`src/hw/rtl/lcg_modular_random_generator_unit_macros.svh`:
```
`ifndef LCG_MODULAR_RANDOM_GENERATOR_UNIT_MACROS_SVH
`define LCG_MODULAR_RANDOM_GENERATOR_UNIT_MACROS_SVH

// same-cycle implication, sampled on clk, off while in reset
`define LCG_ASSERT_IMP(label, ante, cons) \
    label: assert property (@(posedge clk) disable iff (!rst_n) (ante) |-> (cons)) \
        else $error("lcg check failed");

// next-cycle implication
`define LCG_ASSERT_NXT(label, ante, cons) \
    label: assert property (@(posedge clk) disable iff (!rst_n) (ante) |=> (cons)) \
        else $error("lcg check failed");

`endif

```
`src/hw/rtl/lcg_pkg.sv`:
```
package lcg_pkg;

    localparam int STATE_W = 63;
    localparam int FRAC_W  = 32;
    localparam int M31_W   = 31;
    localparam int SH31_W  = STATE_W + M31_W;
    localparam int CNT_MAX = (STATE_W > FRAC_W) ? STATE_W : FRAC_W;
    localparam int CNT_W   = $clog2(CNT_MAX);

    localparam logic [M31_W-1:0] M31_P = '1;

    localparam logic [63:0] RST_MULT_64 = 64'd561860773102413563;
    localparam logic [63:0] RST_MOD_64  = 64'd1152921504606846883;
    localparam logic [STATE_W-1:0] RST_MULT = RST_MULT_64[STATE_W-1:0];
    localparam logic [STATE_W-1:0] RST_MOD  = RST_MOD_64[STATE_W-1:0];

    typedef enum logic [1:0] {
        ERR_OK    = 2'd0,
        ERR_SEED  = 2'd1,
        ERR_PARAM = 2'd2
    } lcg_err_t;

    typedef enum logic [1:0] {
        REG_MULT = 2'd0,
        REG_INC  = 2'd1,
        REG_MOD  = 2'd2
    } lcg_reg_t;

    localparam logic REQ_DRAW = 1'b0;
    localparam logic REQ_SEED = 1'b1;

    // result of the shared modular adder
    typedef struct packed {
        logic               ge;
        logic [STATE_W-1:0] res;
    } lcg_am_t;

endpackage

```
`src/hw/rtl/lcg_modular_random_generator_unit.sv`:
```
// Linear congruential generator with run-time multiplier a, increment c and modulus m.
// A draw request (req_type 0) replaces the state s by (a*s + c) mod m and returns the new
// state, state mod 2147483647 and floor(state*2^32/m) (all ones when state >= m); if
// a == 0, a >= m or c >= m the draw reports error 2 and keeps the state. A seed request
// (req_type 1) loads seed_value when 0 < seed < m, else reports error 1. State resets to 1.
// Everything runs through one shared 63-bit add/compare-subtract unit, one use per cycle:
// a draw scans s one bit per cycle for s mod m, then a one bit per S_MUL_DBL/S_MUL_ADD
// pair for the modular multiply, then 32 restoring steps for the fraction; a seed or
// rejected request skips the reduction and the multiply. One request is in flight at
// a time; a finished result waits in the output register while the next request is
// taken. Registers must be written only while idle; the block does not enforce this.
`include "lcg_modular_random_generator_unit_macros.svh"

module lcg_modular_random_generator_unit import lcg_pkg::*;
(
    input  logic               clk,
    input  logic               rst_n,

    input  logic               cfg_we,
    input  logic [1:0]         cfg_index,
    input  logic [STATE_W-1:0] cfg_data,

    input  logic               in_valid,
    output logic               in_ready,
    input  logic               req_type,
    input  logic [STATE_W-1:0] seed_value,

    output logic               out_valid,
    input  logic               out_ready,
    output logic [STATE_W-1:0] state_value,
    output logic [M31_W-1:0]   int31_value,
    output logic [FRAC_W-1:0]  uniform_frac,
    output logic [1:0]         error_code
);

    typedef enum logic [10:0] {
        S_IDLE     = 11'b000_0000_0001,
        S_SEED_CHK = 11'b000_0000_0010,
        S_PCHK_A   = 11'b000_0000_0100,
        S_PCHK_C   = 11'b000_0000_1000,
        S_REDUCE   = 11'b000_0001_0000,
        S_MUL_DBL  = 11'b000_0010_0000,
        S_MUL_ADD  = 11'b000_0100_0000,
        S_ADD_C    = 11'b000_1000_0000,
        S_FRAC_CHK = 11'b001_0000_0000,
        S_FRAC     = 11'b010_0000_0000,
        S_FIN      = 11'b100_0000_0000
    } fsm_t;

    localparam logic [CNT_W-1:0] LAST_BIT  = CNT_W'(STATE_W - 1);
    localparam logic [CNT_W-1:0] LAST_FRAC = CNT_W'(FRAC_W - 1);

    fsm_t               fsm_reg, fsm_next;
    logic [STATE_W-1:0] mult_reg, inc_reg, mod_reg;
    logic [STATE_W-1:0] cur_reg, cur_next;
    logic [STATE_W-1:0] work_reg, work_next;
    logic [STATE_W-1:0] x_reg, x_next;
    logic [STATE_W-1:0] sh_reg, sh_next;
    logic [CNT_W-1:0]   cnt_reg, cnt_next;
    logic [FRAC_W-1:0]  q_reg, q_next;
    logic               sat_reg, sat_next;
    lcg_err_t           err_reg, err_next;

    logic               out_valid_reg, out_valid_next;
    logic [STATE_W-1:0] o_state_reg;
    logic [M31_W-1:0]   o_int31_reg;
    logic [FRAC_W-1:0]  o_frac_reg;
    lcg_err_t           o_err_reg;

    logic [STATE_W-1:0] am_p, am_q;
    logic               am_cin;
    lcg_am_t            am;
    logic               m31_start;
    logic [M31_W-1:0]   m31_rem;
    logic               out_load;

    lcg_addmod u_addmod (
        .p   (am_p),
        .q   (am_q),
        .cin (am_cin),
        .m   (mod_reg),
        .am  (am)
    );

    assign m31_start = (fsm_reg == S_FRAC_CHK);

    lcg_m31 u_m31 (
        .clk   (clk),
        .rst_n (rst_n),
        .start (m31_start),
        .value (cur_reg),
        .rem   (m31_rem)
    );

    assign in_ready = (fsm_reg == S_IDLE);
    assign out_load = (fsm_reg == S_FIN) && (!out_valid_reg || out_ready);

    // operand select for the shared adder
    always_comb
    begin
        am_p   = work_reg;
        am_q   = '0;
        am_cin = 1'b0;
        unique case (fsm_reg)
            S_SEED_CHK: am_p = x_reg;
            S_PCHK_A:   am_p = mult_reg;
            S_PCHK_C:   am_p = inc_reg;
            S_REDUCE:
            begin
                am_q   = work_reg;
                am_cin = sh_reg[STATE_W-1];
            end
            S_MUL_DBL:  am_q = work_reg;
            S_MUL_ADD:  am_q = sh_reg[STATE_W-1] ? x_reg : '0;
            S_ADD_C:    am_q = inc_reg;
            S_FRAC_CHK: am_p = cur_reg;
            S_FRAC:     am_q = work_reg;
            default:    am_p = work_reg;
        endcase
    end

    always_comb
    begin
        fsm_next  = fsm_reg;
        cur_next  = cur_reg;
        work_next = work_reg;
        x_next    = x_reg;
        sh_next   = sh_reg;
        cnt_next  = cnt_reg;
        q_next    = q_reg;
        sat_next  = sat_reg;
        err_next  = err_reg;
        unique case (fsm_reg)
            S_IDLE:
            begin
                if (in_valid)
                begin
                    err_next = ERR_OK;
                    x_next   = seed_value;
                    fsm_next = (req_type == REQ_SEED) ? S_SEED_CHK : S_PCHK_A;
                end
            end
            S_SEED_CHK:
            begin
                if (am.ge || (x_reg == '0))
                    err_next = ERR_SEED;
                else
                    cur_next = x_reg;
                fsm_next = S_FRAC_CHK;
            end
            S_PCHK_A:
            begin
                if (am.ge || (mult_reg == '0))
                begin
                    err_next = ERR_PARAM;
                    fsm_next = S_FRAC_CHK;
                end
                else
                    fsm_next = S_PCHK_C;
            end
            S_PCHK_C:
            begin
                if (am.ge)
                begin
                    err_next = ERR_PARAM;
                    fsm_next = S_FRAC_CHK;
                end
                else
                begin
                    sh_next   = cur_reg;
                    work_next = '0;
                    cnt_next  = '0;
                    fsm_next  = S_REDUCE;
                end
            end
            S_REDUCE:
            begin
                // work = (2*work + next bit of s) mod m
                work_next = am.res;
                sh_next   = sh_reg << 1;
                cnt_next  = cnt_reg + 1'b1;
                if (cnt_reg == LAST_BIT)
                begin
                    x_next    = am.res;
                    work_next = '0;
                    sh_next   = mult_reg;
                    cnt_next  = '0;
                    fsm_next  = S_MUL_DBL;
                end
            end
            S_MUL_DBL:
            begin
                work_next = am.res;
                fsm_next  = S_MUL_ADD;
            end
            S_MUL_ADD:
            begin
                work_next = am.res;
                sh_next   = sh_reg << 1;
                cnt_next  = cnt_reg + 1'b1;
                fsm_next  = (cnt_reg == LAST_BIT) ? S_ADD_C : S_MUL_DBL;
            end
            S_ADD_C:
            begin
                cur_next = am.res;
                fsm_next = S_FRAC_CHK;
            end
            S_FRAC_CHK:
            begin
                sat_next  = am.ge;
                work_next = cur_reg;
                cnt_next  = '0;
                fsm_next  = S_FRAC;
            end
            S_FRAC:
            begin
                // restoring step: quotient bit is the compare result
                work_next = am.res;
                q_next    = {q_reg[FRAC_W-2:0], am.ge};
                cnt_next  = cnt_reg + 1'b1;
                if (cnt_reg == LAST_FRAC)
                    fsm_next = S_FIN;
            end
            S_FIN:
            begin
                if (out_load)
                    fsm_next = S_IDLE;
            end
            default:
                fsm_next = S_IDLE;
        endcase
    end

    always_comb
    begin
        out_valid_next = out_valid_reg;
        if (out_load)
            out_valid_next = 1'b1;
        else if (out_ready)
            out_valid_next = 1'b0;
    end

    always_ff @(posedge clk or negedge rst_n)
    begin
        if (!rst_n)
        begin
            fsm_reg       <= S_IDLE;
            out_valid_reg <= 1'b0;
            cur_reg       <= STATE_W'(1);
            mult_reg      <= RST_MULT;
            inc_reg       <= '0;
            mod_reg       <= RST_MOD;
        end
        else
        begin
            fsm_reg       <= fsm_next;
            out_valid_reg <= out_valid_next;
            cur_reg       <= cur_next;
            if (cfg_we)
            begin
                unique case (cfg_index)
                    REG_MULT: mult_reg <= cfg_data;
                    REG_INC:  inc_reg  <= cfg_data;
                    REG_MOD:  mod_reg  <= cfg_data;
                    default:  ;
                endcase
            end
        end
    end

    always_ff @(posedge clk)
    begin
        work_reg <= work_next;
        x_reg    <= x_next;
        sh_reg   <= sh_next;
        cnt_reg  <= cnt_next;
        q_reg    <= q_next;
        sat_reg  <= sat_next;
        err_reg  <= err_next;
        if (out_load)
        begin
            o_state_reg <= cur_reg;
            o_int31_reg <= m31_rem;
            o_frac_reg  <= sat_reg ? '1 : q_reg;
            o_err_reg   <= err_reg;
        end
    end

    assign out_valid    = out_valid_reg;
    assign state_value  = o_state_reg;
    assign int31_value  = o_int31_reg;
    assign uniform_frac = o_frac_reg;
    assign error_code   = o_err_reg;

    `LCG_ASSERT_IMP(a_mul_operand_reduced, fsm_reg == S_MUL_ADD, x_reg < mod_reg)
    `LCG_ASSERT_IMP(a_frac_rem_below_mod, (fsm_reg == S_FRAC) && !sat_reg, work_reg < mod_reg)
    `LCG_ASSERT_NXT(a_draw_state_reduced, fsm_reg == S_ADD_C, cur_reg < mod_reg)
    `LCG_ASSERT_IMP(a_int31_in_range, fsm_reg == S_FIN, m31_rem != M31_P)

endmodule

```
`src/hw/rtl/lcg_addmod.sv`:
```
// t = p + q + cin; ge = (t >= m); res = ge ? t - m : t
module lcg_addmod import lcg_pkg::*;
(
    input  logic [STATE_W-1:0] p,
    input  logic [STATE_W-1:0] q,
    input  logic               cin,
    input  logic [STATE_W-1:0] m,
    output lcg_am_t            am
);

    logic [STATE_W:0]   sum;
    logic [STATE_W+1:0] diff;

    assign sum  = {1'b0, p} + {1'b0, q} + {{STATE_W{1'b0}}, cin};
    assign diff = {1'b0, sum} - {2'b00, m};

    assign am.ge  = ~diff[STATE_W+1];
    assign am.res = am.ge ? diff[STATE_W-1:0] : sum[STATE_W-1:0];

endmodule

```
`src/hw/rtl/lcg_m31.sv`:
```
// value mod (2^31 - 1), one 31-bit digit per cycle; the result holds once the digit shifter runs empty.
module lcg_m31 import lcg_pkg::*;
(
    input  logic               clk,
    input  logic               rst_n,
    input  logic               start,
    input  logic [STATE_W-1:0] value,
    output logic [M31_W-1:0]   rem
);

    logic [SH31_W-1:0] sh_reg;
    logic [SH31_W-1:0] sh_next;
    logic [M31_W-1:0]  acc_reg;
    logic [M31_W-1:0]  acc_next;
    logic [M31_W:0]    sum;
    logic [M31_W-1:0]  fold;

    assign sum  = {1'b0, acc_reg} + {1'b0, sh_reg[M31_W-1:0]};
    // end-around carry; result is at most P, and P itself means zero
    assign fold = sum[M31_W-1:0] + {{(M31_W-1){1'b0}}, sum[M31_W]};

    always_comb
    begin
        if (start)
        begin
            sh_next  = {{M31_W{1'b0}}, value};
            acc_next = '0;
        end
        else
        begin
            sh_next  = sh_reg >> M31_W;
            acc_next = (fold == M31_P) ? '0 : fold;
        end
    end

    always_ff @(posedge clk or negedge rst_n)
    begin
        if (!rst_n)
        begin
            sh_reg  <= '0;
            acc_reg <= '0;
        end
        else
        begin
            sh_reg  <= sh_next;
            acc_reg <= acc_next;
        end
    end

    assign rem = acc_reg;

endmodule

```
`config.mk`:
```
export PLATFORM = sky130hd
export DESIGN_NAME = lcg_modular_random_generator_unit
export DESIGN_NICKNAME = d
export VERILOG_FILES = /design/src/hw/rtl/lcg_pkg.sv /design/src/hw/rtl/lcg_modular_random_generator_unit.sv /design/src/hw/rtl/lcg_addmod.sv /design/src/hw/rtl/lcg_m31.sv
export VERILOG_INCLUDE_DIRS = /design/src /design/src/hw/rtl
export SDC_FILE = /design/constraint.sdc
export NUM_CORES = 2
export LEC_CHECK = 0
export ABC_AREA = 1
export CORE_ASPECT_RATIO = 1.4
export CORE_MARGIN = 2
export CORE_UTILIZATION = 40
export DETAILED_ROUTE_END_ITERATION = 10
export DONT_BUFFER_PORTS = 1
export PLACE_DENSITY_LB_ADDON = 0.05
export SLEW_MARGIN = 15
export SYNTH_ARGS = -nofsm -noshare
export SYNTH_HDL_FRONTEND = slang
export SYNTH_SLANG_ARGS = --single-unit
```
`constraint.sdc`:
```
create_clock -name clk -period 15.5 [get_ports clk]
set_input_delay 3.875 -clock clk [delete_from_list [all_inputs] [get_ports clk]]
set_output_delay 3.875 -clock clk [all_outputs]
set_load 0.01 [all_outputs]
```
==> reports/qor.yml <==
status: "complete, no violations"
switching_share_pct: 51.2
gp_congestion: 1.03
ios: 264
die_height_um: 396
clock_tree.root_cell: "clkbuf_16"
crit_type: "flop to flop"
syn_area_um2: 44000
grt_overflow: 0
r2r_start: "fsm_reg[6]"
wire_per_inst_um: 27.4
final_util_pct: 44.3
wl_um: 195000
grt_max_degree: 359
grt_pass1_vias: 39370
critPathMaxFanout: 63
nFillCells: 11299
final.setup.tns_ns: 0
drv_slew: 0
synth_enable_flop_cells: 358
rows: 143
crit_required_ns: 15.81
drt-initial-drc-count: 4235
post_synth.cell_area_avg_um2: 7.74
hold_start: "q_reg[23]"
cts_buffers: 80
async_flop_share_pct: 50.0
cts_tree: "done"
start_kind: "flop"
vias: 40444
drive_gt1_share_pct: 7.18
nets: 5897
synth_nets: 5979
syn_inst: 5681
core-area_um2: 109000
placement.io_buffers: 0
cts_setup_buffers: 0
worstPathArrival_ns: 11.85
htree_levels: 3
synth_seq_area_share_pct: 45.1
internal-power_uw: 5300
ys_seq_elements: 716
dieWidth_um: 284
postCtsHoldBufs: 0
maxCapViolCount: 0
route.detailed.drc: 0
end_kind: "flop"
pwr-share-seq_pct: 26.2
final_common_cell: "nand2_1"
cts.path.max_buffers: 3
yosys_most_used_dff: "edfxtp_1"
ys_warn_count: 0
hold_violations: 0
clock-sinks: 716
worstMarginPinSlew_ns: 1.30
min_path_type: "flop to flop"
rsz0062_at_grt: "no"
final_antenna_net_count: 0
antenna_found_initial: 11
crit_slowest_cell: "o21ai_0"
start_util_pct: 40.4
dp_hpwl_um: 151000
skew_ns: 0.0376
max_stage_delay_ns: 0.71
leakagePower_uw: 0.0211
power.total_uw: 10900
netSwitchingPower_uw: 5560
synthToLayoutAreaGrowth_pct: 9.49
register_area_um2: 19800
max_slew_margin_pct: 12.7
worst_path_most_repeated_cell: "nand2_1"
placed_area_um2: 45400
dr.pass1.iters: 6
multi_input_area_um2: 20900
dieArea_um2: 113000
setup_viol: 0
irDropWorstVdd_mv: 0.164
fin_crit_ns: 11.54
final_cell_mix: "1595 x nand2_1, 653 x inv_1, 499 x o21ai_0, 481 x nor2_1, 358 x edfxtp_1"
synth.distinct_cells: 56
clk_latency_ns: 0.71
power_frac_clock_pct: 18.7
startpoint: "fsm_reg[6]"
cts_resized: 0
grtUsageTotal_pct: 34.1
period_share_pct: 74.4
combinationalPowerShare_pct: 55.1
viasPerCell: 5.68
clock.fmax_mhz: 86.7
stdcell_area_um2: 48200
power.density_nw_per_um2: 225
clk_pin_slew_worst_paths_ns: 0.07
grt_pass1_wl_um: 277000
==> path summary, 6_finish.rpt <==
path | cells after the start | to | slack, ns
setup reg to reg | 44 | work_reg[29] | 3.96
max in group asynchronous | 0 | inc_reg[43] | 11.69
min in group asynchronous | 0 | u_m31.rem[3] | 2.87
hold / removal | 0 | q_reg[24] | 0.43
setup / recovery | 44 | work_reg[29] | 3.96
hold reg to reg | 0 | q_reg[24] | 0.43
==> critical path: cells and delay by family (launching register included) <==
kind	cells	cell delay, ns
flip-flops	1	0.39
buffers and inverters	14	4.03
XOR/XNOR	1	0.31
AND/OR/NAND/NOR	19	3.39
AO/OA/AOI/OAI	7	1.76
adder cells (fa/ha/maj)	3	1.00
==> through the flow <==
stage / setup WS (ns) / hold WS, ns / cells
floorplan: 1.99 / 0.400 / 5681
global placement: 4.44 / 0.425 / 6967
detailed placement: 4.15 / 0.428 / 6967
CTS: 4.13 / 0.440 / 7117
global route: 3.40 / 0.450 / 7118
finish: 3.96 / 0.435 / 7124
==> Yosys cell counts (2+ instances only) <==
cell | n | share of area, %
a211oi_1 | 6 | 0.10
a21boi_0 | 7 | 0.12
a21o_1 | 24 | 0.41
a21oi_1 | 262 | 3.0
a221oi_1 | 66 | 1.3
a31oi_1 | 94 | 1.3
and2_1 | 51 | 0.73
and3_1 | 2 | 0.028
buf_1 | 5 | 0.043
buf_2 | 12 | 0.14
buf_4 | 2 | 0.034
buf_6 | 3 | 0.077
clkbuf_1 | 179 | 1.5
clkbuf_8 | 3 | 0.094
clkinv_1 | 4 | 0.034
dfrtp_1 | 264 | 15
dfstp_2 | 94 | 5.6
edfxtp_1 | 358 | 24
fa_1 | 4 | 0.18
ha_1 | 160 | 4.6
inv_1 | 657 | 5.6
inv_2 | 13 | 0.11
nand2_1 | 1600 | 14
nand2_2 | 17 | 0.24
nand3_1 | 345 | 3.9
nand3_2 | 6 | 0.14
nand3b_1 | 16 | 0.27
nand4_1 | 46 | 0.65
nor2_1 | 485 | 4.1
nor2_2 | 36 | 0.51
nor2_4 | 5 | 0.13
nor3_1 | 40 | 0.46
nor3_2 | 3 | 0.068
nor4_1 | 34 | 0.48
o2111ai_1 | 4 | 0.080
o211ai_1 | 27 | 0.46
o21a_1 | 13 | 0.22
o21ai_0 | 501 | 5.7
o21bai_1 | 22 | 0.38
o311ai_0 | 43 | 0.86
or2_2 | 39 | 0.55
xnor2_1 | 37 | 0.74
xor2_1 | 79 | 1.6
==> power by group through the flow <==
stage | combinational (uW) | sequential, uW | clock (uW)
6_report | 5980 | 2850 | 2030
3_5_place_dp | 5810 | 2870 | 0
2_1_floorplan | 3740 | 2710 | 0
4_1_cts | 5830 | 2830 | 2070
3_3_place_gp | 5820 | 2870 | 0
5_1_grt | 6440 | 2880 | 2140
==> per-layer routing <==
layer,part of all wire [%],wire (um),track usage (%),up-vias
met1,41,79700,43.5,19540
met5,0.038,75,0,-
li1,-,-,-,18779
met4,5.1,9900,15.8,12
met2,47,90900,56.0,1758
met3,7.6,14800,6.34,355
==> cell families after synthesis <==
| kind of cell | synth area share [%] |
|---|---|
| AOI/OAI and AO/OA | 14.1 |
| xor gates and xnor gates | 2.35 |
| adders and majority gates | 4.73 |
| buffers and inverters | 7.72 |
| DFF | 45.1 |
| and+or+nand+nor | 26.0 |
==> area by class of cell <==
class                   count  area share (%)
flip-flops and latches    716            41.2
repair buffers             42           0.655
well taps                1450            3.77
multi-input cells        4085            43.4
clock buffers             121            4.94
diodes                      7          0.0364
inverters                 674            5.27
clock inverters            29           0.803
(Power assumes the default switching activity.)
